$ cat src/krt_ram.sv
// generic single write port, single read port ram with registered read
// no dependencies
`default_nettype none

module krt_ram #(
  parameter int WIDTH = 8,
  parameter int DEPTH = 16,
  localparam int AW = $clog2(DEPTH)
) (
  input  wire logic             clk,
  input  wire logic             we,
  input  wire logic [AW-1:0]    waddr,
  input  wire logic [WIDTH-1:0] wdata,
  input  wire logic [AW-1:0]    raddr,
  output logic      [WIDTH-1:0] rdata
);

  logic [WIDTH-1:0] mem [DEPTH];

  always_ff @(posedge clk) begin
    if (we) begin
      mem[waddr] <= wdata;
    end
    rdata <= mem[raddr];
  end

endmodule

`default_nettype wire

$ cat config.mk
export PLATFORM = sky130hd
export DESIGN_NAME = krt_ram
export DESIGN_NICKNAME = d
export VERILOG_FILES = /design/src/krt_ram.sv
export SDC_FILE = /design/constraint.sdc
export NUM_CORES = 1
export LEC_CHECK = 0
export ABC_AREA = 1
export BUFFER_PORTS_ARGS = -buffer_cell sky130_fd_sc_hd__buf_2
export CAP_MARGIN = 20
export CORE_MARGIN = 8
export CORE_UTILIZATION = 60
export DETAILED_ROUTE_END_ITERATION = 8
export MAX_ROUTING_LAYER = met4
export PLACE_DENSITY_LB_ADDON = 0.08
export REMOVE_ABC_BUFFERS = 1
export SLEW_MARGIN = 20
export SYNTH_ARGS = -nofsm -noshare
export SYNTH_HDL_FRONTEND = slang
export SYNTH_SLANG_ARGS = --single-unit
$ cat constraint.sdc
create_clock -name clk -period 2.8 [get_ports clk]
set_input_delay 0.28 -clock clk [delete_from_list [all_inputs] [get_ports clk]]
set_output_delay 0.28 -clock clk [all_outputs]
set_load 0.005 [all_outputs]
# ---- Word level (Yosys, flattened, before mapping)
# Memory sizes are Yosys's and may differ from the RTL's. A register that Yosys moved wholly into a read port is not among the register bits.
# Index checks and enable logic that the tools add are counted.
dict set report word_totals {
  ff_bits 0
  mem_bits_rw 128
  out_inout_bits 8
  wordCells 3
  memories 1
}
dict set report classes {
  n_mux 2
}
# name words word_bits read_ports rd_ports_with_merged_regs wr line
set mem_list {}
lappend mem_list {mem 16 8 1 1 1 18} ;# logic [WIDTH-1:0] mem [DEPTH];
# op count
set op_table {}
lappend op_table {{$mux W1} 2}

# ---- Depth between registers and ports, before layout
# Gate-level depths: netlist of run 1.
dict set report depth {
  depth_word 2
  depth_mapped 8
  ltp_nobuf 7
}

# ---- Worst setup path after synthesis of run 1
# Ideal clock, no wire load.
dict set report synth_timing {
  path_kind {in2reg}
  startpoint {input waddr[2]}
  endpoint {memory mem[10][0] (enable)}
  arrival_ns 0.861
  required_time_ns 2.430
  slack_ns 1.569
  path_stages 2
  n_path_buf 0
  path_cell_list {nand3b_1 nor2_1}
}
# item line
set synth_lines {}
lappend synth_lines {{from (decl)} 12} ;# input wire logic [AW-1:0] waddr,
lappend synth_lines {{to (decl)} 18}
# Straight into the memory's write port.

# ---- Final worst setup path of run 1
dict set report layout_timing {
  startpoint {register rdata[0] (read register of mem)}
  endpoint {output rdata[0]}
}
# item line
set layout_lines {}
lappend layout_lines {{from (decl)} 15} ;# output logic [WIDTH-1:0] rdata
# No word-level cell between the ends.

==> summary.txt, run 1 <==
Status
  – Outcome: completed

Clocking
  – CTS clk-pin slew, worst paths: approximately 0.060 ns
  – Clock latency on the worst-skew pair: between 0.5 and 0.6 ns
  – Longest Clk Path Bufs: 2
  – Cts hold-fix bufs: 0
  – Number of buffers created by CTS: 17
  – CTS tree: done
  – Post-CTS Repair Setup Buffers: 0
  – Post-cts resize count: 0
  – CTS sink count: 136
  – H-tree levels: 4
  – Root buf cell: clkbuf_8

Finish
  – ANT cells: 0
  – Area Overhead vs Synth: 13.0%
  – Fill cells: approximately 670
  – Post-layout net count: around 590
  – Share of layout cells above drive strength 1: 10.7%

STA
  – Final hold violation count: 0
  – Fmax: 0.817 GHz
  – Final period utilization: 43.7%
  – Finish-stage setup viols: 0
  – Min cycle time layout: around 1.2 ns
  – RSZ-0062 raised after global routing: false
  – Worst clock skew: a little over 0.009 ns
  – Slew at the pin with the worst max-slew slack: about 0.84 ns
  – Max-slew violation count: 0
  – Final setup TNS: 0 ns
  – Rel. slew slack: 43.6%

Power
  – Worst vdd ir: between 0.5 and 0.6 mV
  – Lkg Pwr: 0.00282 uW
  – Total power: between 4000 and 5000 uW
  – Power per cell area: roughly 730 mW/mm2

Setup path
  – R2R Setup Slk: between 1.5 and 2 ns
  – Worst Setup SP: rdata[0]
  – WP data required: 2.52 ns
  – Crit-path max FO: 1
  – Worst r2r src: mem[13][3]
  – FF-to-FF path depth: 6
  – Max incr delay on CP: between 0.3 and 0.4 ns
  – Reg2reg end: rdata[3]
  – Critical Path End Type: output pin
  – Crit path DAT: 0.94 ns
  – CP Class: reg2out
  – CP Cell Sequence: buf_2
  – Slowest cell on crit path: dfxtp_1
  – Top Family by Delay on Critical Path: flip-flops
  – Critical path buffers and inverters: 1
  – Critical Path Start Type: flip-flop

Detailed routing
  – First drt pass iteration count: 7
  – Via density: 5.28
  – ANT nets after route: 0
  – Routed WL: between 10,000 and 15,000 um
  – Post-route DRC: 0
  – Met2 routed WL: roughly 5500 um
  – Drt initial violations: about 360
  – Detailed-route via count: ~3.8k
  – Wl on met1: 5550 um
  – Drt wl/cell: 17.1 um
  – DR WL met3: a little under 1000 um
  – Max layer used: met4

Synthesis
  – Mapped cell area: between 0.005 and 0.006 mm2
  – Synth top area cells: edfxtp_1 (67%), nand2_1 (11%), nand3_1 (8.4%), inv_1 (6.5%), dfxtp_1 (2.8%)
  – Post-Synthesis Cells: around 550
  – Post-synth top area cell: edfxtp_1
  – Synthesized area per cell: around 10 um2
  – Synth top area share: about two thirds
  – Register area share after synthesis: 69.4%
  – Synth unique cells: 12
  – Synth Register Bits: about 140
  – Synth warn: 0

Worst hold path
  – Hold Crit Class: in2reg
  – Min-Delay Endpoint: rdata[5]
  – Min-Delay Startpoint: raddr[3]
  – Worst Hold Depth: 3

Global route
  – Vias in the first global route: 3,645
  – Total track usage: just over 20%
  – Initial antenna violation count: 0
  – Largest net degree at the start of global routing: 65
  – Grt ovf: 0
  – Global-route wire length before repair: roughly 19,000 um

Die
  – Io pins: 26
  – Die height: about 110 um
  – Die Area: about 0.013 mm2
  – Width of the chip: between 100 and 150 um
  – Initial Util: 62.1%
  – Core Box Area: 0.00928 mm2
  – # rows: 35

Place
  – Post-DP HPWL: 7240 um
  – Routability cong.: slightly above 0.8
  – Number of buffers added on ports: 25

Flow run
  – Max Cap Viol: 0
[worst max-delay path by stage]
| stage | slack [ns] | endpoint | cells past startpoint |
|---|---|---|---|
| 2_1_floorplan | 1.54 | rdata[2] | 6 |
| 3_3_place_gp | 1.04 | mem[9][7] | 3 |
| 3_5_place_dp | 1.04 | mem[9][4] | 3 |
| 4_1_cts | 1.54 | rdata[0] | 1 |
| 5_1_grt | 1.51 | rdata[3] | 7 |
| 6_report | 1.58 | rdata[0] | 1 |
[layout make-up]
cell class | instances | area (um2) | area share (%)
Sequential cell | 136 | 4000 | 61.4
Clock inverter | 14 | 174 | 2.67
Tap cell | 129 | 161 | 2.48
Inverter | 102 | 383 | 5.88
Clock buffer | 18 | 418 | 6.41
Multi-Input combinational cell | 289 | 1210 | 18.6
Timing Repair Buffer | 30 | 163 | 2.50
[layer usage]
layer / track usage (%) / vias up
met5: - / -
met2: 29.7 / 174
met3: 4.12 / 22
met4: 8.16 / 0
li1: - / 1822
met1: 28.2 / 1772
[cell families (layout without fill, tap and decap cells)]
kind of cell,after synthesis,in the layout,synth area share (%)
and+or+nand+nor,289,289,21.0
DFF,136,136,69.4
buffers and inverters,126,164,9.52
[synth_stat cells]
| master | instances |
|---|---|
| edfxtp_1 | 128 |
| nand3_1 | 97 |
| buf_6 | 6 |
| inv_2 | 2 |
| nand2_1 | 173 |
| inv_1 | 100 |
| buf_2 | 13 |
| dfxtp_1 | 8 |
| nand3b_1 | 2 |
| nor2_1 | 17 |
| buf_1 | 1 |
| buf_4 | 4 |
[flip-flops by register name, indices dropped and copies added (netlist names)]
register	count
rdata	8
mem	128
[cells in the final DEF, fill, tap and decap left out]
| cell | n |
|---|---|
| nand2_1 | 173 |
| inv_6 | 2 |
| clkinvlp_4 | 4 |
| inv_2 | 2 |
| clkinv_2 | 2 |
| clkbuf_1 | 1 |
| clkinv_4 | 3 |
| inv_1 | 100 |
| clkbuf_16 | 16 |
| nor2_1 | 17 |
| bufinv_16 | 3 |
| buf_2 | 25 |
| nand3_1 | 97 |
| edfxtp_1 | 128 |
| nand3b_1 | 2 |
| clkbuf_8 | 1 |
| dfxtp_1 | 8 |
| buf_4 | 5 |
[stage by stage]
stage / util, % / hold WS, ns / cell area (um2) / std cells / worst slack, ns
after floorplan: - / 0.379 / 5600 / 527 / 1.54
after global placement: 63.8 / 0.642 / 5920 / 686 / 1.04
after detailed placement: 63.8 / 0.660 / 5920 / 686 / 1.04
after CTS: 70.2 / 0.127 / 6520 / 718 / 1.54
after global routing: 70.2 / 0.144 / 6520 / 718 / 1.51
final: 70.2 / 0.146 / 6520 / 718 / 1.58
[report_power, final]
| part | internal (uW) | leakage, uW | switching [uW] |
|---|---|---|---|
| Combinational | 73.5 | 0.00132 | 192 |
| Clock | 1360 | 0.000278 | 840 |
| Sequential | 2280 | 0.00122 | 11.3 |
| Total | 3710 | 0.00282 | 1040 |
(Power assumes the default switching activity.)
==> run 2, diff against run 1 <==
--- a/config.mk
+++ b/config.mk
@@ -9,7 +9,7 @@
 export BUFFER_PORTS_ARGS = -buffer_cell sky130_fd_sc_hd__buf_2
 export CAP_MARGIN = 20
 export CORE_MARGIN = 8
-export CORE_UTILIZATION = 60
+export CORE_UTILIZATION = 55
 export DETAILED_ROUTE_END_ITERATION = 8
 export MAX_ROUTING_LAYER = met4
 export PLACE_DENSITY_LB_ADDON = 0.08
==> constraint.sdc (replaced) <==
create_clock -name clk -period 1.1 [get_ports clk]
set_input_delay 0.11 -clock clk [delete_from_list [all_inputs] [get_ports clk]]
set_output_delay 0.11 -clock clk [all_outputs]
set_load 0.005 [all_outputs]
==> run 2 against run 1 <==
Compared with the run above:
- register-to-register slack got worse by 1.7 ns
- final cell count rose by 5.4%
- largest cell class unchanged
- combinational power rose to 3.0 times the previous value
- clock-buffer cell count fell by 1
- final area rose by 6.3%
- non-clock buffer count rose by 32
- power rose to 2.6 times the previous value
- core utilization fell by 2.5 points
- clock power rose to 2.6 times the previous value
==> summary.txt, run 2 (synthesis gave the netlist of run 1 again) <==
Die
  – # rows: 37 (+5.7%)
  – Die Area: 0.0140 mm2 (+7.8%)
  – Width of the chip: 118 um (+3.8%)
  – Die height: 118 um (+3.8%)
  – Core Box Area: 0.0102 mm2 (+10%)
  – Initial Util: 56.4% (-5.8 points)
  – Io pins: 26 (unchanged)

Place
  – Routability cong.: 0.878 (+8.2%)
  – Number of buffers added on ports: 25 (unchanged)
  – Post-DP HPWL: 8290 um (+14%)
  – Post-DP Area: 0.00625 mm2 (+5.5%)

Finish
  – Most frequent cells in the layout: nand2_1 (173), edfxtp_1 (128), inv_1 (100)
  – Fill cells: 792 (+18%)
  – Post-layout net count: 626 (+5.4%)
  – Design Area, Final: 0.00693 mm2 (+6.3%)
  – Largest register FFs: 128 (unchanged)
  – Most common cell after layout, fill and taps aside: nand2_1
  – Area Overhead vs Synth: 20.1%
  – Biggest regs: mem: 128 flops, rdata: 8 flops
  – Share of layout cells above drive strength 1: 15.5% (+4.8 points)
  – Biggest register: mem
  – ANT cells: 0 (unchanged)

Setup path
  – Worst path depth: 1 (unchanged)
  – Critical path buffers and inverters: 1 (unchanged)
  – Crit path DAT: 0.96 ns (+0.02 ns)
  – Top Family by Delay on Critical Path: flip-flops
  – Worst Setup SP: rdata[1]
  – Max incr delay on CP: 0.33 ns (about the same)
  – WP data required: 0.99 ns (-1.53 ns)
  – FF-to-FF path depth: 6 (unchanged)
  – Crit-path max FO: 1 (unchanged)
  – Reg2reg end: rdata[1]
  – CP Cell Sequence: buf_2
  – Critical Path Start Type: flip-flop
  – CP Class: reg2out
  – Slowest cell on crit path: dfxtp_2
  – Worst r2r src: mem[10][1]
  – CP endpoint: rdata[1]
  – R2R Setup Slk: 0.08 ns (-1.66 ns)
  – Critical Path End Type: output pin

Detailed routing
  – Via density: 5.13 (-2.7%)
  – Detailed-route via count: 3,886 (+2.5%)
  – Drt wl/cell: 17.0 um (-0.32%)
  – Post-route DRC: 0 (unchanged)
  – ANT nets after route: 0 (unchanged)
  – First drt pass iteration count: 5 (-2)
  – Drt initial violations: 328 (-9.9%)
  – Routed WL: 12,900 um (+5.1%)

STA
  – Finish-stage setup viols: 0 (unchanged)
  – Max-slew violation count: 0 (unchanged)
  – RSZ-0062 raised after global routing: true
  – Final period utilization: 97.4%
  – Worst clock skew: 0.00376 ns (-0.00547 ns)
  – Rel. slew slack: 76.1% (+32 points)
  – Min cycle time layout: 1.07 ns
  – Fmax: around 0.93 GHz
  – Slew at the pin with the worst max-slew slack: 0.359 ns (-0.483 ns)
  – Final hold violation count: 0 (unchanged)
  – Worst hold slack: 0.0263 ns (-0.120 ns)

Clocking
  – Clock latency on the worst-skew pair: 0.51 ns (about the same)
  – Longest Clk Path Bufs: 2 (unchanged)
  – CTS clk-pin slew, worst paths: 0.06 ns (about the same)
  – CTS tree: done
  – H-tree levels: 4 (unchanged)
  – Post-CTS Repair Setup Buffers: 0 (unchanged)
  – Root buf cell: clkbuf_8
  – CTS sink count: 136 (unchanged)
  – Number of buffers created by CTS: 17 (unchanged)

Global route
  – Initial antenna violation count: 0 (unchanged)
  – Total track usage: 19.9% (-0.64 points)
  – Vias in the first global route: 3,866 (+6.1%)
  – Global-route wire length before repair: 20,700 um (+6.8%)
  – Largest net degree at the start of global routing: 43 (-34%)
  – Grt ovf: 0 (unchanged)

Status
  – Outcome: completed

Flow run
  – Max Cap Viol: 0 (unchanged)

Power
  – Lkg Pwr: 0.00304 uW (+7.8%)
  – Worst vdd ir: 1.39 mV (+170%)
  – Power per cell area: 1780 mW/mm2 (+140%)

Worst hold path
  – Hold Crit Class: in2reg
-- run 2: worst min-delay path by stage --
| stage | depth (start not counted) | start | endpoint |
|---|---|---|---|
| after detailed placement | 1 | rdata[6] | rdata[6] |
| after floorplan | 0 | wdata[0] | mem[0][0] |
| after global routing | 1 | wdata[6] | mem[11][6] |
| final | 1 | wdata[6] | mem[11][6] |
| after CTS | 1 | wdata[5] | mem[4][5] |
| after global placement | 1 | rdata[5] | rdata[5] |
-- run 2: stage by stage --
stage / total power (uW) / setup WS [ns] / util [%] / TNS, ns / cells
2_1_floorplan: 6240 / 0.00952 / - / 0 / 527
3_3_place_gp: 6690 / -0.0602 / 61.1 / -0.931 / 720
3_5_place_dp: 6700 / -0.0875 / 61.1 / -2.02 / 720
4_1_cts: 12400 / -0.0188 / 67.5 / -0.0197 / 757
5_1_grt: 12700 / -0.0197 / 67.7 / -0.0289 / 757
6_report: 12300 / 0.0288 / 67.7 / 0 / 757
-- run 2: layer usage --
metal  up-vias  global-route usage [%]  share of wire, %
met5         -                       -                 0
met1      1834                    25.0                42
met4         0                    6.88               1.5
met3        14                    4.43               6.4
met2       146                    31.5                50
li1       1892                       -                 -
-- run 2: power breakdown --
group	leakage, uW	internal [uW]	switching [uW]
clock	0.000287	3500	2180
combinational	0.00152	283	509
sequential	0.00122	5800	36.0
-- run 2: layout make-up --
cell class                      count  area, um2  area share [%]
Inverter                          102        383            5.53
Clock buffer                       17        414            5.98
Sequential cell                   136       4010            57.9
Clock inverter                     15        194            2.80
Tap cell                          136        170            2.46
Multi-Input combinational cell    289       1220            17.7
Timing Repair Buffer               62        534            7.71
-- run 2: repair_timing --
item / in CTS / in global routing
gates resized for setup: 3 / 3
hold buffers: 5 / 0
endpoints found under the setup margin: 3 / 4
hold endpoints to repair: 58 / 0
==> run 3, diff against run 2 <==
--- a/config.mk
+++ b/config.mk
@@ -12,7 +12,7 @@
 export CORE_UTILIZATION = 55
 export DETAILED_ROUTE_END_ITERATION = 8
 export MAX_ROUTING_LAYER = met4
-export PLACE_DENSITY_LB_ADDON = 0.08
+export PLACE_DENSITY = 0.86
 export REMOVE_ABC_BUFFERS = 1
 export SLEW_MARGIN = 20
 export SYNTH_ARGS = -nofsm -noshare
==> run 3 against run 2 <==
Compared with the run above:
- power rose by 3.2%
- global-route usage increased by 1.4 points
- critical path depth unchanged
- maximum frequency increased by 2.0%
- worst setup slack better by 0.021 ns
- non-clock buffer count grew 4
- clock skew rose by 0.0013 ns
- via count grew 6.6%
- sequential share of layout area grew 0.061 points
- hold slack improved by 0.013 ns
- register-to-register slack lost 0.02 ns
- largest cell class unchanged
==> summary.txt, run 3 (synthesis gave the netlist of run 1 again) <==
STA
  – Worst hold slack: 0.0394 ns (+0.0131 ns)
  – Final setup TNS: 0 ns (unchanged)
  – Finish-stage setup viols: 0 (unchanged)
  – Fmax: 0.953 GHz (+2.0%)
  – Worst clock skew: 0.00508 ns (+0.00132 ns)
  – Final period utilization: 95.4% (-1.9 points)
  – Max-slew violation count: 0 (unchanged)
  – Setup ws final: 0.0502 ns (+0.0214 ns)
  – Min cycle time layout: 1.05 ns (-0.0214 ns)
  – Final hold violation count: 0 (unchanged)
  – Rel. slew slack: 73.0% (-3.0 points)
  – Slew at the pin with the worst max-slew slack: 0.405 ns (+0.0455 ns)
  – RSZ-0062 raised after global routing: false

Global route
  – Met2 Usage GRT: 35.1% (+3.6 points)
  – Total track usage: 21.3% (+1.4 points)
  – GR Util met3: 5.85% (+1.4 points)
  – Global-route wire length before repair: 22,300 um (+7.9%)
  – Largest net degree at the start of global routing: 33 (-23%)
  – Routing usage on met1: 23.2% (-1.8 points)
  – Initial antenna violation count: 0 (unchanged)
  – GRT Max-Usage Layer: met2
  – Grt ovf: 0 (unchanged)
  – Vias in the first global route: 4,376 (+13%)

Finish
  – ANT cells: 0 (unchanged)
  – Area Overhead vs Synth: 19.9%
  – FF+latch area: 0.00400 mm2 (about the same)
  – Most frequent cells in the layout: nand2_1 (173), edfxtp_1 (128), inv_1 (100)
  – Biggest regs: mem: 128 flops, rdata: 8 flops
  – Largest register FFs: 128 (unchanged)
  – Biggest register: mem
  – Share of layout cells above drive strength 1: 14.7% (-0.74 points)
  – Most common cell after layout, fill and taps aside: nand2_1
  – Multi-input gate area: 0.00121 mm2 (-0.82%)
  – Post-layout net count: 630 (+0.64%)
  – Util after Layout: 67.6% (-0.13 points)
  – Fill cells: 666 (-16%)

Die
  – Initial Util: 56.4% (unchanged)
  – Width of the chip: 118 um (unchanged)
  – Core Box Area: 0.0102 mm2 (unchanged)
  – # rows: 37 (unchanged)
  – Die height: 118 um (unchanged)
  – Die Area: 0.0140 mm2 (unchanged)
  – Io pins: 26 (unchanged)

Clocking
  – Post-CTS Repair Setup Buffers: 0 (unchanged)
  – Root buf cell: clkbuf_8
  – Clock latency on the worst-skew pair: 0.53 ns (+0.02 ns)
  – CTS sink count: 136 (unchanged)
  – Longest Clk Path Bufs: 2 (unchanged)
  – CTS clk-pin slew, worst paths: 0.06 ns (about the same)
  – Number of buffers created by CTS: 17 (unchanged)
  – H-tree levels: 4 (unchanged)
  – CTS tree: done

Flow run
  – Max Cap Viol: 0 (unchanged)

Setup path
  – CP Cell Sequence: buf_2
  – CP Class: reg2out
  – Reg2reg end: rdata[0]
  – CP endpoint: rdata[6]
  – WP data required: 0.99 ns (about the same)
  – Critical Path Start Type: flip-flop
  – Crit path DAT: 0.94 ns (-0.02 ns)
  – Crit-path max FO: 1 (unchanged)
  – Top Family by Delay on Critical Path: flip-flops
  – Critical Path End Type: output pin
  – Max incr delay on CP: 0.31 ns (-0.02 ns)
  – Worst Setup SP: rdata[6]
  – FF-to-FF path depth: 6 (unchanged)
  – Worst path depth: 1 (unchanged)
  – Slowest cell on crit path: dfxtp_1
  – Critical path buffers and inverters: 1 (unchanged)
  – R2R Setup Slk: 0.06 ns (-0.02 ns)
  – Worst r2r src: mem[5][0]

Detailed routing
  – Routed WL: 13,900 um (+8.2%)
  – Drt wl/cell: 18.3 um (+7.6%)
  – First drt pass iteration count: 6 (+1)
  – Detailed-route via count: 4,142 (+6.6%)
  – Drt initial violations: 574 (+75%)
  – ANT nets after route: 0 (unchanged)
  – Post-route DRC: 0 (unchanged)
  – Via density: 5.44 (+6.0%)

Worst hold path
  – Min-Delay Startpoint: raddr[3]
  – Hold Crit Class: in2reg

Place
  – Post-DP HPWL: 8040 um (-3.0%)
  – Dpl ws: -0.136 ns (-0.0485 ns)
  – Routability cong.: 0.916 (+4.4%)
  – Number of buffers added on ports: 25 (unchanged)

Power
  – Worst vdd ir: 1.15 mV (-17%)
  – Power per cell area: 1840 mW/mm2 (+3.4%)
  – Lkg Pwr: 0.00304 uW (about the same)

Status
  – Outcome: completed
==> run 3: changes by cell type in the layout (fill, tap and decap cells not counted), sizes merged <==
cell         delta
dlygate4sd3     +3
bufinv          +2
inv             -2
buf             +1
clkinv          -1
clkinvlp        +1
==> run 3: worst min path at each step <==
stage,slack (ns),to,depth (start not counted)
after detailed placement,0.49,rdata[3],1
after CTS,0.02,rdata[2],4
after floorplan,0.21,mem[0][0],0
final,0.04,rdata[2],4
after global routing,0.04,rdata[2],4
after global placement,0.50,rdata[4],1
==> run 3: metal layers <==
metal	share of wire (%)	vias to the layer above
met4	3.7	0
met5	0	-
li1	-	1900
met3	8.9	50
met2	51	271
met1	36	1921
==> run 3: tightest hold or removal path, cell delays in order <==
cell	delay, ns
buf_2	0.10
buf_4	0.18
nand3_1	0.09
nand2_1	0.05
==> run 3: cell type report <==
type / count / share of cell area (%)
sequential: 136 / 57.9
inverter: 102 / 5.54
tap: 136 / 2.46
clock inverter: 15 / 3.26
clock buffer: 17 / 5.99
timing repair buffer: 66 / 7.28
multi-input combinational: 289 / 17.6
==> run 3: through the flow <==
step,total power (uW),std cells,cell area [um2]
3_3_place_gp,6630,721,6190
3_5_place_dp,6660,721,6190
5_1_grt,13100,761,6910
4_1_cts,12700,761,6910
6_report,12700,761,6910
2_1_floorplan,6240,527,5600
==> run 3: what timing repair did <==
action,in CTS,in global routing
hold buffers,8,0
endpoints found under the hold margin,112,0
resized for setup,0,0
==> run 3: report_power, final <==
part	internal, uW	leakage, uW	switching [uW]
logic	262	0.00151	514
clock network	3920	0.000301	2190
registers	5790	0.00122	30.9
