### config.mk
export PLATFORM = sky130hd
export DESIGN_NAME = krt_ctrl
export DESIGN_NICKNAME = d
export VERILOG_FILES = /design/src/krt_pkg.sv /design/src/krt_ctrl.sv
export SDC_FILE = /design/constraint.sdc
export NUM_CORES = 1
export LEC_CHECK = 0
export ABC_AREA = 1
export BUFFER_PORTS_ARGS = -buffer_cell sky130_fd_sc_hd__buf_2
export CAP_MARGIN = 5
export CELL_PAD_IN_SITES_DETAIL_PLACEMENT = 1
export CELL_PAD_IN_SITES_GLOBAL_PLACEMENT = 2
export CORE_MARGIN = 5
export CORE_UTILIZATION = 34
export CTS_BUF_LIST = sky130_fd_sc_hd__clkbuf_16
export CTS_CLUSTER_DIAMETER = 80
export DETAILED_ROUTE_END_ITERATION = 12
export GPL_TIMING_DRIVEN = 0
export PLACE_DENSITY_LB_ADDON = 0.1
export SLEW_MARGIN = 5
export SYNTH_ARGS = -nofsm -noshare
export SYNTH_HDL_FRONTEND = slang
export SYNTH_SLANG_ARGS = --single-unit
### constraint.sdc
create_clock -name clk -period 5.9 [get_ports clk]
set_clock_uncertainty 0.15 [all_clocks]
set_input_delay 0.295 -clock clk [delete_from_list [all_inputs] [get_ports clk]]
set_output_delay 0.295 -clock clk [all_outputs]
set_load 0.1 [all_outputs]
### src/krt_pkg.sv
// shared constants, codes and record types for the keyed record table
// no dependencies
`default_nettype none

package krt_pkg;

  localparam int CAPACITY = 256;
  localparam int ADDR_W   = $clog2(CAPACITY);
  localparam int CNT_W    = $clog2(CAPACITY + 1);

  localparam int KEY_W    = 32;
  localparam int VAL_W    = 16;
  localparam int KIND_W   = 3;
  localparam int STATUS_W = 3;
  localparam int SLOT_W   = 8;
  localparam int ENTRY_W  = 9;
  localparam int CMP_W    = 15;
  localparam int REC_W    = KEY_W + VAL_W;

  localparam logic [CMP_W-1:0] CMP_MAX = {CMP_W{1'b1}};

  localparam logic [KIND_W-1:0] KIND_ADD    = 3'd0;
  localparam logic [KIND_W-1:0] KIND_REMOVE = 3'd1;
  localparam logic [KIND_W-1:0] KIND_MODIFY = 3'd2;
  localparam logic [KIND_W-1:0] KIND_FIND   = 3'd3;
  localparam logic [KIND_W-1:0] KIND_SORT   = 3'd4;
  localparam logic [KIND_W-1:0] KIND_CLEAR  = 3'd5;

  localparam logic [STATUS_W-1:0] ST_OK        = 3'd0;
  localparam logic [STATUS_W-1:0] ST_NOT_FOUND = 3'd1;
  localparam logic [STATUS_W-1:0] ST_DUPLICATE = 3'd2;
  localparam logic [STATUS_W-1:0] ST_FULL      = 3'd3;
  localparam logic [STATUS_W-1:0] ST_INVALID   = 3'd4;

  typedef struct packed {
    logic [KEY_W-1:0] key;
    logic [VAL_W-1:0] value;
  } rec_t;

  typedef struct packed {
    logic [STATUS_W-1:0] status;
    logic [VAL_W-1:0]    found_value;
    logic [SLOT_W-1:0]   slot;
    logic [ENTRY_W-1:0]  entries;
    logic [CMP_W-1:0]    comparisons;
  } result_t;

  // saturating comparison count helpers
  function automatic logic [CMP_W-1:0] cmp_inc(input logic [CMP_W-1:0] c);
    cmp_inc = (c == CMP_MAX) ? CMP_MAX : c + 1'b1;
  endfunction

  function automatic logic [CMP_W-1:0] cmp_of(input logic [CNT_W:0] n);
    logic [CNT_W+CMP_W:0] wide;
    wide = (CNT_W + CMP_W + 1)'(n);
    cmp_of = (wide > (CNT_W + CMP_W + 1)'(CMP_MAX)) ? CMP_MAX : CMP_W'(wide);
  endfunction

endpackage

`default_nettype wire

### src/krt_ctrl.sv
// sequencer: search, update, clear and insertion sort over the record ram
// depends on krt_pkg
`default_nettype none

module krt_ctrl (
  input  wire logic                      clk,
  input  wire logic                      rst,
  input  wire logic                      in_valid,
  output logic                           in_stall,
  input  wire logic [krt_pkg::KIND_W-1:0] kind,
  input  wire logic [krt_pkg::KEY_W-1:0]  key,
  input  wire logic [krt_pkg::VAL_W-1:0]  value,
  output logic                           ram_we,
  output logic [krt_pkg::ADDR_W-1:0]     ram_waddr,
  output krt_pkg::rec_t                  ram_wdata,
  output logic [krt_pkg::ADDR_W-1:0]     ram_raddr,
  input  krt_pkg::rec_t                  ram_rdata,
  output logic                           res_valid,
  input  wire logic                      res_take,
  output krt_pkg::result_t               res
);

  import krt_pkg::*;

  typedef enum logic [13:0] {
    S_IDLE = 14'b00000000000001,
    S_DEC  = 14'b00000000000010,
    S_LRD  = 14'b00000000000100,
    S_LEV  = 14'b00000000001000,
    S_BRD  = 14'b00000000010000,
    S_BEV  = 14'b00000000100000,
    S_ACT  = 14'b00000001000000,
    S_RMOV = 14'b00000010000000,
    S_SRDI = 14'b00000100000000,
    S_SLDI = 14'b00001000000000,
    S_SRDJ = 14'b00010000000000,
    S_SCMP = 14'b00100000000000,
    S_SPUT = 14'b01000000000000,
    S_DONE = 14'b10000000000000
  } state_t;

  state_t state;

  logic [KIND_W-1:0]   kind_r;
  logic [KEY_W-1:0]    key_r;
  logic [VAL_W-1:0]    val_r;
  logic [CNT_W-1:0]    count;
  logic                sorted;
  logic [CNT_W-1:0]    idx;
  logic [CNT_W-1:0]    lo;
  logic [CNT_W-1:0]    hip1;
  logic [ADDR_W-1:0]   mid;
  logic [CNT_W-1:0]    jp1;
  logic [ADDR_W-1:0]   pos;
  logic                found;
  rec_t                tmp;
  logic [VAL_W-1:0]    fval;
  logic [CMP_W-1:0]    cmps;
  logic [STATUS_W-1:0] status_r;
  logic [CNT_W-1:0]    mid_next;
  logic                full;

  // hip1 is one past the upper bound, so the window is empty when lo >= hip1
  assign mid_next = lo + ((hip1 - CNT_W'(1) - lo) >> 1);
  assign full     = (count == CNT_W'(CAPACITY));
  assign in_stall = (state != S_IDLE);

  always_comb begin
    ram_we    = 1'b0;
    ram_waddr = '0;
    ram_wdata = '0;
    ram_raddr = '0;
    unique case (state)
      S_LRD:  ram_raddr = idx[ADDR_W-1:0];
      S_BRD:  ram_raddr = mid_next[ADDR_W-1:0];
      S_SRDI: ram_raddr = idx[ADDR_W-1:0];
      S_SRDJ: ram_raddr = ADDR_W'(jp1 - CNT_W'(1));
      S_ACT: begin
        if (kind_r == KIND_ADD && !found && !full) begin
          ram_we    = 1'b1;
          ram_waddr = count[ADDR_W-1:0];
          ram_wdata = '{key: key_r, value: val_r};
        end else if (kind_r == KIND_MODIFY && found) begin
          ram_we    = 1'b1;
          ram_waddr = pos;
          ram_wdata = '{key: key_r, value: val_r};
        end else if (kind_r == KIND_REMOVE && found) begin
          ram_raddr = ADDR_W'(count - CNT_W'(1));
        end
      end
      S_RMOV: begin
        ram_we    = 1'b1;
        ram_waddr = pos;
        ram_wdata = ram_rdata;
      end
      S_SCMP: begin
        if (ram_rdata.key > tmp.key) begin
          ram_we    = 1'b1;
          ram_waddr = jp1[ADDR_W-1:0];
          ram_wdata = ram_rdata;
        end
      end
      S_SPUT: begin
        ram_we    = 1'b1;
        ram_waddr = jp1[ADDR_W-1:0];
        ram_wdata = tmp;
      end
      default: ;
    endcase
  end

  always_ff @(posedge clk) begin
    if (rst) begin
      state  <= S_IDLE;
      count  <= '0;
      sorted <= 1'b0;
    end else begin
      unique case (state)
        S_IDLE: begin
          if (in_valid) begin
            kind_r <= kind;
            key_r  <= key;
            val_r  <= value;
            state  <= S_DEC;
          end
        end
        S_DEC: begin
          cmps  <= '0;
          lo    <= '0;
          hip1  <= count;
          found <= 1'b0;
          pos   <= '0;
          case (kind_r)
            KIND_ADD, KIND_MODIFY: begin
              if (key_r == '0 || val_r == '0) begin
                status_r <= ST_INVALID;
                state    <= S_DONE;
              end else begin
                status_r <= ST_OK;
                idx      <= '0;
                state    <= sorted ? S_BRD : S_LRD;
              end
            end
            KIND_REMOVE, KIND_FIND: begin
              if (key_r == '0) begin
                status_r <= ST_INVALID;
                state    <= S_DONE;
              end else begin
                status_r <= ST_OK;
                idx      <= '0;
                state    <= sorted ? S_BRD : S_LRD;
              end
            end
            KIND_SORT: begin
              status_r <= ST_OK;
              if (count < CNT_W'(2)) begin
                sorted <= 1'b1;
                state  <= S_DONE;
              end else begin
                idx   <= CNT_W'(1);
                state <= S_SRDI;
              end
            end
            KIND_CLEAR: begin
              status_r <= ST_OK;
              count    <= '0;
              sorted   <= 1'b0;
              state    <= S_DONE;
            end
            default: begin
              status_r <= ST_INVALID;
              state    <= S_DONE;
            end
          endcase
        end
        S_LRD: begin
          if (idx == count) begin
            cmps  <= cmp_of({1'b0, count});
            state <= S_ACT;
          end else begin
            state <= S_LEV;
          end
        end
        S_LEV: begin
          if (ram_rdata.key == key_r) begin
            found <= 1'b1;
            pos   <= idx[ADDR_W-1:0];
            fval  <= ram_rdata.value;
            cmps  <= cmp_of({1'b0, idx} + (CNT_W + 1)'(1));
            state <= S_ACT;
          end else begin
            idx   <= idx + CNT_W'(1);
            state <= S_LRD;
          end
        end
        S_BRD: begin
          if (lo >= hip1) begin
            state <= S_ACT;
          end else begin
            mid   <= mid_next[ADDR_W-1:0];
            state <= S_BEV;
          end
        end
        S_BEV: begin
          if (ram_rdata.key == key_r) begin
            cmps  <= cmp_inc(cmps);
            found <= 1'b1;
            pos   <= mid;
            fval  <= ram_rdata.value;
            state <= S_ACT;
          end else begin
            cmps <= cmp_inc(cmp_inc(cmps));
            if (ram_rdata.key < key_r) begin
              lo <= CNT_W'(mid) + CNT_W'(1);
            end else begin
              hip1 <= CNT_W'(mid);
            end
            state <= S_BRD;
          end
        end
        S_ACT: begin
          case (kind_r)
            KIND_ADD: begin
              state <= S_DONE;
              if (found) begin
                status_r <= ST_DUPLICATE;
              end else if (full) begin
                status_r <= ST_FULL;
              end else begin
                count  <= count + CNT_W'(1);
                sorted <= 1'b0;
              end
            end
            KIND_REMOVE: begin
              if (!found) begin
                status_r <= ST_NOT_FOUND;
                state    <= S_DONE;
              end else begin
                state <= S_RMOV;
              end
            end
            default: begin
              state <= S_DONE;
              if (!found) begin
                status_r <= ST_NOT_FOUND;
              end
            end
          endcase
        end
        S_RMOV: begin
          count  <= count - CNT_W'(1);
          sorted <= 1'b0;
          state  <= S_DONE;
        end
        S_SRDI: state <= S_SLDI;
        S_SLDI: begin
          tmp   <= ram_rdata;
          jp1   <= idx;
          state <= S_SRDJ;
        end
        S_SRDJ: begin
          state <= (jp1 == '0) ? S_SPUT : S_SCMP;
        end
        S_SCMP: begin
          cmps <= cmp_inc(cmps);
          if (ram_rdata.key > tmp.key) begin
            jp1   <= jp1 - CNT_W'(1);
            state <= S_SRDJ;
          end else begin
            state <= S_SPUT;
          end
        end
        S_SPUT: begin
          if (idx + CNT_W'(1) == count) begin
            sorted <= 1'b1;
            state  <= S_DONE;
          end else begin
            idx   <= idx + CNT_W'(1);
            state <= S_SRDI;
          end
        end
        S_DONE: begin
          if (res_take) begin
            state <= S_IDLE;
          end
        end
        default: state <= S_IDLE;
      endcase
    end
  end

  logic show_find;
  assign show_find = (kind_r == KIND_FIND) && (status_r == ST_OK);

  assign res_valid       = (state == S_DONE);
  assign res.status      = status_r;
  assign res.found_value = show_find ? fval : '0;
  assign res.slot        = show_find ? SLOT_W'(pos) : '0;
  assign res.entries     = ENTRY_W'(count);
  assign res.comparisons = (kind_r == KIND_FIND || kind_r == KIND_SORT) ? cmps : '0;

endmodule

`default_nettype wire

---- After elaboration in Yosys (flattened, before gate mapping) ----
Index checks and enable logic that the tools add are counted.
operators by class
  $add $sub $neg .......................... 11
  eq/ne operators ......................... 51
  magnitude comparators ................... 4
  bitwise logic cells ..................... 2
  reductions and logical operators ........ 44
  multiplexer cells ....................... 82
operators by type and width
  cell                     count
  $pmux W14 S14            1
  $pmux W48 S4             1
  $mux W48                 3
  $mux W9                  14
  $mux W14                 8
  $mux W15                 6
  $pmux W9 S3              3
  $pmux W15 S5             1
  $mux W8                  9
  $pmux W8 S4              2
  $pmux W9 S2              3
  $pmux W14 S3             1
  $eq A32 B32 Y1           1
  $gt A32 B32 Y1           1
  $logic_not A32 Y1        1
  $lt A32 B32 Y1           1
  $add A15 B1 Y15 const B  2
  $eq A15 B15 Y1 const B   2
  $mux W7                  4
  $ne A2 B2 Y1 const B     14
  $sub A9 B1 Y9 const B    3
  $mux W13                 2
  $pmux W8 S3              1
  $reduce_and A4 Y1        5
  other kinds (58)         105
storage, ports and cells
  bits of input ports ..................... 103
  register bits after elaboration ......... 210
  logic and storage cells ................. 212
  output and inout port bits .............. 118

---- Depth between registers and ports, before layout ----
Gate-level depths: netlist of the first run.
  word-level depth ........................ 6
  mapped depth ............................ 17
  mapped depth without buffers ............ 16

---- Worst setup path before layout of the first run ----
OpenSTA, ideal clock, no wires.
  kind .................................... register to register
  start ................................... register state[10]
  end ..................................... register key_r[0], enable pin
  data arrival time ....................... 5.799 ns
  period minus slack after synthesis ...... 6.472 ns
  library setup time ...................... 0.522 ns
  cell stages (with the launch flop) ...... 6
  required time ........................... 5.228 ns
  path slack .............................. -0.572 ns
  path buffers ............................ 0
  path through ............................ dfxtp_1 nor2_2 nand3_1 nor2_1 nand4_1 nor3_1
between the ends
  word-level cells in the longest chain between the ends .. 2
RTL lines
  element                             RTL line         RTL
  start, declared                     krt_ctrl.sv:42   state_t state;
  start signal, assigned              krt_ctrl.sv:141  state <= sorted ? S_BRD : S_LRD;
  start signal, assigned              krt_ctrl.sv:151  state <= sorted ? S_BRD : S_LRD;
  $eq A14 B1 Y1                       krt_ctrl.sv:118  unique case (state)
  $reduce_and A3 Y1 (no source line)  --
  end signal, assigned                krt_ctrl.sv:122  key_r <= key;
  end, declared                       krt_ctrl.sv:45   logic [KEY_W-1:0] key_r;
Every way passes these cells.
A chain may end at the register's enable or synchronous reset.

---- Final worst setup path of the first run ----
  start ................................... register lo[2]
  end ..................................... output port ram_raddr[7] (netlist name)
between the ends
  word-level cells in the longest chain between the ends .. 3
RTL lines
  element                 RTL line         RTL
  start, declared         krt_ctrl.sv:50   logic [CNT_W-1:0] lo;
  start signal, assigned  krt_ctrl.sv:214  lo <= CNT_W'(mid) + CNT_W'(1);
  $sub A9 B9 Y9           krt_ctrl.sv:64   assign mid_next = lo + ((hip1 - CNT_W'(1) - lo) >> 1);
  $add A8 B8 Y8 (*)       krt_ctrl.sv:64
  $pmux W8 S4 (*)         krt_ctrl.sv:73   unique case (state)
  end, declared           krt_ctrl.sv:16   output logic [krt_pkg::ADDR_W-1:0] ram_raddr,
Mark *: on every way between the ends. The rest lies on a longest branch, timed or not.

==> results of run 1 <==
power by group through the flow:
stage	registers, uW	logic [uW]	clock network [uW]
global placement	1780	604	0
floorplan	1780	397	0
detailed placement	1770	638	0
finish	1740	692	1660
CTS	1740	693	1700
global route	1750	760	1760
registers in the layout, indices dropped and copies added, names as in the netlist:
| register | cells |
|---|---|
| tmp | 48 |
| key_r | 32 |
| fval | 16 |
| val_r | 16 |
| cmps | 15 |
| state | 14 |
| count | 9 |
| hip1 | 9 |
| idx | 9 |
| jp1 | 9 |
| lo | 9 |
| mid | 8 |
| pos | 8 |
| kind_r | 3 |
| status_r | 3 |
| found | 1 |
| sorted | 1 |
final cells by class:
type | instances | area, um2
plain buffers | 40 | 193
fillers | 4842 | 22400
multi-input cells | 1149 | 6440
flip-flops and latches | 210 | 6070
clock inverters | 21 | 234
clock buffers | 25 | 626
diodes | 1 | 2.50
well taps | 525 | 657
inverters | 294 | 1100
repair buffers | 327 | 2230
what timing repair did:
action                                 4_1_cts  5_1_grt
resized for setup                            0        0
endpoints found under the hold margin      117        0
setup buffers                                0        0
hold buffers                               100        0
setup endpoints to repair                    0        0
worst paths after layout:
check	start	to	cells after the start
setup / recovery	lo[2]	ram_raddr[7]	17
hold / removal	rst	count[8]	4
setup reg to reg	lo[2]	mid[7]	16
hold reg to reg	sorted	sorted	2
critical path: stages, from the launching register on:
cell	delay, ns
edfxtp_1	0.40
inv_1	0.07
ha_1	0.37
nand2_1	0.12
o21ai_0	0.29
a21oi_1	0.13
o21ai_0	0.28
nand2_1	0.09
nand2_1	0.07
a21oi_1	0.07
xor2_1	0.15
ha_1	0.33
a21oi_1	0.14
o21ai_0	0.10
a21oi_1	0.25
xnor2_1	0.18
o21ai_0	0.40
buf_2	0.52
through the flow:
stage / cells / util (%) / cell area (um2) / hold WS (ns)
finish: 2592 / 44.0 / 17600 / 0.0980
global route: 2592 / 44.0 / 17600 / 0.101
CTS: 2591 / 44.0 / 17600 / 0.0589
detailed placement: 2445 / 39.3 / 15700 / 0.324
global placement: 2438 / 38.9 / 15500 / 0.322
floorplan: 1693 / - / 13800 / 0.244
logic make-up after synthesis:
logic type               after synthesis
flip-flops                           210
buffers and inverters                334
AO/OA/AOI/OAI                        263
adder cells (fa/ha/maj)               96
XOR/XNOR                              55
AND/OR/NAND/NOR                      735
Yosys cell counts (5+ instances only):
master    number  share of area, %
nand2_1      380                10
inv_1        285               7.8
edfxtp_1     186                41
nor2_1       158               4.3
ha_1          94               8.5
o21ai_0       84               3.1
a21oi_1       82               3.0
nand3_1       74               2.7
o22ai_1       43               2.0
nand4_1       37               1.7
xor2_1        35               2.2
nor3_1        31               1.1
dfxtp_1       24               3.5
clkbuf_1      22              0.60
xnor2_1       20               1.3
nor2_2        14              0.64
buf_2         13              0.47
a22oi_1        9              0.49
nand2_2        9              0.41
a31oi_1        8              0.36
a211oi_1       6              0.33
nor4_1         6              0.27
o21ai_1        6              0.22
inv_2          5              0.14
nand3_2        5              0.36
layer usage:
| metal | track usage [%] | vias to the layer above |
|---|---|---|
| li1 | - | 6358 |
| met3 | 3.03 | 92 |
| met5 | 0 | - |
| met2 | 39.8 | 300 |
| met4 | 8.56 | 2 |
| met1 | 30.3 | 6320 |
==> results.yml, run 1 <==
clock_network:
  cts_buffers: 25
  clkTransAtPathRegs_ns: 0.06
  clock-sinks: 210
  cts_tree: "built"
  clk_latency_ns: 0.56
  max-clock-path-buffers: 3
  clockRootBuffer: "clkbuf_16"
  htreeDepth: 1
power_and_ir_drop:
  clkPwrFrac_pct: 40.5
  p_per_area_nw_per_um2: 233
  swShare_pct: 28.7
  p_int_uw: 2920
  power.total_uw: 4090
  p_leak_uw: 0.00817
  p_switching_uw: 1180
  peakVddDrop_v: 0.000302
  pwr-share-seq_pct: 42.6
  combPwrFrac_pct: 16.9
placement:
  dp_slack_ns: 1.52
  gp_congestion: 0.862
  hpwl_mm: 41.7
  numPortBuffers: 220
detailed_routing:
  wl_met1_mm: 23.2
  viasPerCell: 5.04
  top_layer: "met5"
  firstDrtPassIters: 5
  drtIter0Drc: 669
  ant_nets: 0
  routedWlPerCell_um: 20.4
  vias: 13072
  met2_length_mm: 25.2
  totalWireLength_mm: 52.9
  drc: 0
  wl_met3_mm: 2.33
synth:
  synth_xor_area_share_pct: 3.50
  ys_ff_latch: 210
  synthesis.nets: 1892
  muxShareOfSynthArea_pct: 0
  synth_edf_count: 186
  synthFlopType: "edfxtp_1"
  ys_seq_area_share_pct: 44.0
  synthSimpleGateAreaFrac_pct: 23.3
  synthArstFlopShare_pct: 0
  yosys.area_share.adder_pct: 8.83
  ys_types: 51
  synth-compound-area-share_pct: 10.9
  mappedNetlistArea_um2: 13800
  synth_warnings: 0
  avgSynthCellArea_um2: 8.14
  synth_top_family_by_area: "simple AND/OR/NAND/NOR gates"
  synth_cells: 1693
worst_setup_path:
  critPathMaxFanout: 5
  ff2ff_setup_slack_ns: 2.34
  cp.arrival_ns: 4.50
  crit_type: "flop to output port"
  end_kind: "output port"
  critPathRequiredTime_ns: 5.45
  start_kind: "flop"
timing:
  maxSlewViolCount: 0
  setup_viol: 0
  hold_violations: 0
  setup_ws_ns: 0.958
  fmax_ghz: 0.202
  setup_tns_ns: 0
  min_period_over_period_pct: 83.8
  min_period_ns: 4.94
  grt_setup_unrepaired: "no"
  worstMarginPinSlew_ns: 1.17
  slew_headroom_pct: 21.8
run_status:
  status: "complete, no violations"
cells_and_area:
  final_layout_size_suffix_gt1_share_pct: 16.3
  syn_to_final_growth_pct: 27.4
  layout_commonest_cell: "nand2_1"
  final_cell_mix: "nand2_1 (380), inv_1 (287), buf_2 (233)"
  finalNetCount: 2246
floorplanning:
  die_area_um2: 44600
  rows: 73
  start_util_pct: 34.5
  fp.dieW_um: 211
  die_h_um: 211
  core_area_um2: 39900
  boundaryPins: 221
grt:
  gr-usage-all-layers_pct: 23.3
  grt_pass1_wl_mm: 81.3
  antenna_found_initial: 2
  grt_max_degree: 19
  grt_overflow: 0
  grt_pass1_vias: 14011
run:
  maxCapViolations: 0
min_path:
  hold_path_class: "input pin to flop"
No activity file was read; power rests on OpenSTA's default activity.
==> run 2: changes to the inputs <==
Settings changed: CORE_UTILIZATION 34 to 31.
Clock period 5.9 ns to 4.1 ns, I/O delays scaled along.
==> results.yml, run 2 (synthesis results as in run 1) <==
run_status:
  status: "complete, no violations"
worst_setup_path:
  cp.arrival_ns: 3.58
  crit_type: "flop to output port"
  cp_cell_sequence: "inv_1, ha_1, fa_1, nand3_1, nand2_1, xor2_1, ha_1, a21oi_2, nand2_2, a21oi_1, nor2_1, nor2_2, xnor2_2, nand2_1, o2111ai_2, buf_12"
  cpPeakStageDelay_ns: 0.41
  critPathRequiredTime_ns: 3.74
  start_kind: "flop"
  cpMaxStageDelayCell: "fa_1"
  critPathMaxFanout: 5
  end_kind: "output port"
floorplanning:
  die_h_um: 221
  start_util_pct: 31.2
  rows: 77
  fp.dieW_um: 221
  boundaryPins: 221
  die_area_um2: 48800
  core_area_um2: 44100
clock_network:
  clk_latency_ns: 0.56
  cts_tree: "built"
  cts_buffers: 27
  clockRootBuffer: "clkbuf_16"
  clkTransAtPathRegs_ns: 0.06
  max-clock-path-buffers: 3
  clock-sinks: 210
  htreeDepth: 1
cells_and_area:
  final_layout_size_suffix_gt1_share_pct: 18.1
  syn_to_final_growth_pct: 31.1
  layout_commonest_cell: "nand2_1"
  n_fill_cell: 5367
  reg.largest.list: "tmp (48), key_r (32)"
  final_cell_mix: "nand2_1 (378), inv_1 (288), buf_2 (191)"
  largest_register_ffs: 48
  largest-register: "tmp"
  finalNetCount: 2259
grt:
  grt_max_degree: 24
  met1_usage_pct: 28.6
  gr-usage-all-layers_pct: 20.9
  use_met3_pct: 2.85
  busiest_layer: "met2"
  grt_overflow: 0
  grt_pass1_vias: 13674
  antenna_found_initial: 1
  met2_usage_pct: 36.1
  grt_pass1_wl_mm: 80.7
detailed_routing:
  totalWireLength_mm: 53.1
  drc: 0
  vias: 12954
  viasPerCell: 4.85
  drtIter0Drc: 658
  ant_nets: 0
  routedWlPerCell_um: 19.9
  firstDrtPassIters: 5
timing:
  hold_violations: 0
  setup_ws_ns: 0.165
  maxSlewViolCount: 0
  setup_viol: 0
  min_period_ns: 3.94
  grt_setup_unrepaired: "yes"
  fmax_ghz: 0.254
  worstMarginPinSlew_ns: 1.25
  slew_headroom_pct: 16.8
  min_period_over_period_pct: 96.0
  setup_tns_ns: 0
power_and_ir_drop:
  p_per_area_nw_per_um2: 329
  peakVddDrop_v: 0.000290
  p_leak_uw: 0.00829
run:
  maxCapViolations: 0
placement:
  numPortBuffers: 220
  hpwl_mm: 41.7
  dp_slack_ns: 0.150
  gp_congestion: 0.845
min_path:
  hold_path_class: "input pin to flop"
==> run 2: cell count changes in the layout (fill, tap and decap cells not counted), sizes merged <==
cell,delta
inv,+2
clkbuf,+16
clkinv,-3
clkinvlp,+4
buf,-5
dlygate4sd3,+2
bufinv,-2
==> run 2: final timing paths <==
check | slack, ns | end | startpoint | cells past startpoint
setup / recovery | 0.16 | ram_raddr[6] | lo[0] | 16
hold / removal | 0.20 | key_r[18] | key[18] | 2
hold reg to reg | 0.34 | sorted | sorted | 2
setup reg to reg | 0.38 | lo[0] | state[13] | 10
==> run 2: per-layer routing <==
layer  part of all wire [%]  wire length [um]  up-vias
li1                       -                 -     6387
met1                     46             24600     6269
met2                     48             25600      246
met3                    4.0              2140       52
met4                    1.4               735        0
met5                      0                 0        -
==> run 2: where the power goes <==
| part | total, uW | internal [uW] | leakage [uW] | switching (uW) |
|---|---|---|---|---|
| Clock | 2390 | 1390 | 0.000432 | 996 |
| Combinational | 1060 | 359 | 0.00596 | 700 |
| Sequential | 2500 | 2460 | 0.00191 | 46.6 |
| Total | 5950 | 4210 | 0.00829 | 1740 |
==> run 2: cell type report <==
cell class	instances	area, um2	area share (%)
antenna	1	2.50	0.0139
inverter	294	1110	6.12
sequential	210	6070	33.6
tap	592	741	4.10
buffer	40	203	1.12
clock inverter	22	196	1.09
clock buffer	27	676	3.74
multi-input combinational	1149	6600	36.6
timing repair buffer	338	2470	13.7
==> run 2: worst max-delay path: cells and delay by family, from the launching register on <==
family / cells / cell delay [ns]
AOI/OAI and AO/OA: 3 / 0.45
xor gates and xnor gates: 2 / 0.34
adders and majority gates: 3 / 1.00
buffers and inverters: 2 / 0.28
DFF: 1 / 0.35
and+or+nand+nor: 6 / 0.61
==> run 2: through the flow <==
stage | util (%) | power (uW) | hold WS [ns] | instances | instance area (um2)
2_1_floorplan | - | 3130 | 0.154 | 1693 | 13800
3_3_place_gp | 35.4 | 3440 | 0.232 | 2505 | 15600
3_5_place_dp | 35.8 | 3500 | 0.233 | 2512 | 15800
4_1_cts | 40.4 | 5980 | 0.177 | 2663 | 17800
5_1_grt | 40.9 | 6230 | 0.192 | 2673 | 18100
6_report | 40.9 | 5950 | 0.205 | 2673 | 18100
==> run 2: repair_timing <==
| action | in CTS | in global routing |
|---|---|---|
| hold buffers | 102 | 0 |
| pin swaps | 0 | 13 |
| hold endpoints to repair | 119 | 0 |
| setup endpoints to repair | 40 | 56 |
| setup buffers | 0 | 9 |
| resized for setup | 39 | 46 |
==> run 3: changes to the inputs <==
Settings changed: REMOVE_ABC_BUFFERS from default to 1.
==> results.yml, run 3 (synthesis results as in run 1) <==
clock_network:
  cts_buffers: 28
  htreeDepth: 1
  max-clock-path-buffers: 3
  cts_tree: "built"
  clk_latency_ns: 0.56
  clockRootBuffer: "clkbuf_16"
  clock-sinks: 210
  clkTransAtPathRegs_ns: 0.07
cells_and_area:
  n_fill_cell: 5391
  syn_to_final_growth_pct: 30.4
  final_util_pct: 40.7
  layout_commonest_cell: "nand2_1"
  reg.largest.list: "tmp (48), key_r (32)"
  largest-register: "tmp"
  finalNetCount: 2221
  final_layout_size_suffix_gt1_share_pct: 17.2
  layout.cells.non_filler: 2638
  final_cell_mix: "nand2_1 (377), inv_1 (291), edfxtp_1 (186)"
  largest_register_ffs: 48
run_status:
  status: "complete, no violations"
detailed_routing:
  wl_met3_mm: 2.27
  ant_nets: 0
  routedWlPerCell_um: 19.0
  viasPerCell: 4.82
  totalWireLength_mm: 50.1
  firstDrtPassIters: 5
  drc: 0
  drtIter0Drc: 584
  vias: 12712
  top_layer: "met4"
  wl_met1_mm: 23.2
  met2_length_mm: 23.8
worst_setup_path:
  critPathRequiredTime_ns: 3.74
  end_kind: "output port"
  cp.arrival_ns: 3.63
  start_kind: "flop"
  crit_type: "flop to output port"
  critPathMaxFanout: 5
timing:
  fin_hold_ws_ns: 0.195
  hold_violations: 0
  setup_viol: 0
  slew_headroom_pct: 19.9
  maxSlewViolCount: 0
  min_period_ns: 3.99
  grt_setup_unrepaired: "yes"
  setup_tns_ns: 0
  fmax_ghz: 0.251
  min_period_over_period_pct: 97.2
  worstMarginPinSlew_ns: 1.19
placement:
  gp_congestion: 0.864
  place_inst: 2477
  hpwl_mm: 38.8
  numPortBuffers: 220
power_and_ir_drop:
  power.total_uw: 6230
  p_leak_uw: 0.00823
  peakVddDrop_v: 0.000315
  p_per_area_nw_per_um2: 347
grt:
  gr-usage-all-layers_pct: 19.8
  antenna_found_initial: 4
  grt_pass1_wl_mm: 77.9
  grt_overflow: 0
  grt_max_degree: 47
  grt_pass1_vias: 13452
floorplanning:
  core_area_um2: 44100
  fp.dieW_um: 221
  boundaryPins: 221
  die_area_um2: 48800
  start_util_pct: 31.2
  rows: 77
  die_h_um: 221
run:
  maxCapViolations: 0
min_path:
  hold_path_class: "input pin to flop"
run 3: path summary, 6_finish.rpt:
path,start,slack (ns),endpoint,depth (start not counted)
worst max-delay path,lo[2],0.11,ram_raddr[7],17
worst min-delay path,key[0],0.20,key_r[0],2
worst max register to register,state[10],0.12,hip1[6],9
worst min register to register,sorted,0.34,sorted,2
run 3: timing repair:
item                                    in CTS  in global routing
endpoints found under the hold margin      126                  0
pin swaps                                    2                  3
resized for setup                           48                 27
hold buffers                               103                  0
endpoints found under the setup margin      68                 85
setup buffers                                3                  1
run 3: report_power, final:
| group | internal, uW | switching [uW] |
|---|---|---|
| registers | 2460 | 48.1 |
| clock network | 1770 | 977 |
| logic | 317 | 654 |
run 3: worst max-delay path, stage by stage, from the launching register on:
cell and delay [ns]:
edfxtp_1 0.41, inv_1 0.12, ha_4 0.23, a21oi_1 0.20
o21ai_2 0.11, a21oi_2 0.18, o21ai_2 0.08, nand2_1 0.06
nand2_1 0.05, a21oi_1 0.15, xor2_1 0.19, ha_1 0.29
a21oi_1 0.16, o21ai_0 0.11, a21oi_1 0.15, xnor2_1 0.14
o21ai_2 0.25, buf_12 0.21
run 3: final cells by class:
cell class                 instances  area [um2]  area share [%]
timing repair buffer             339        2480            13.8
tap                              592         741            4.12
clock buffer                      29         726            4.04
inverter                         294        1110            6.16
multi-input combinational       1149        6530            36.3
clock inverter                    22         305            1.70
sequential                       210        6070            33.8
antenna                            3        7.51          0.0418
run 3: stage by stage:
step | cell area [um2] | worst slack (ns)
2_1_floorplan | 13600 | -2.37
3_3_place_gp | 15400 | -3.67
3_5_place_dp | 15600 | -0.369
4_1_cts | 17900 | 0.000245
5_1_grt | 18000 | -0.164
6_report | 18000 | 0.114
run 3: layer usage:
metal  GRT usage (%)  vias up
li1                -     6314
met1            26.7     6106
met2            34.0      247
met3            3.13       45
met4            3.68        0
met5               0        -
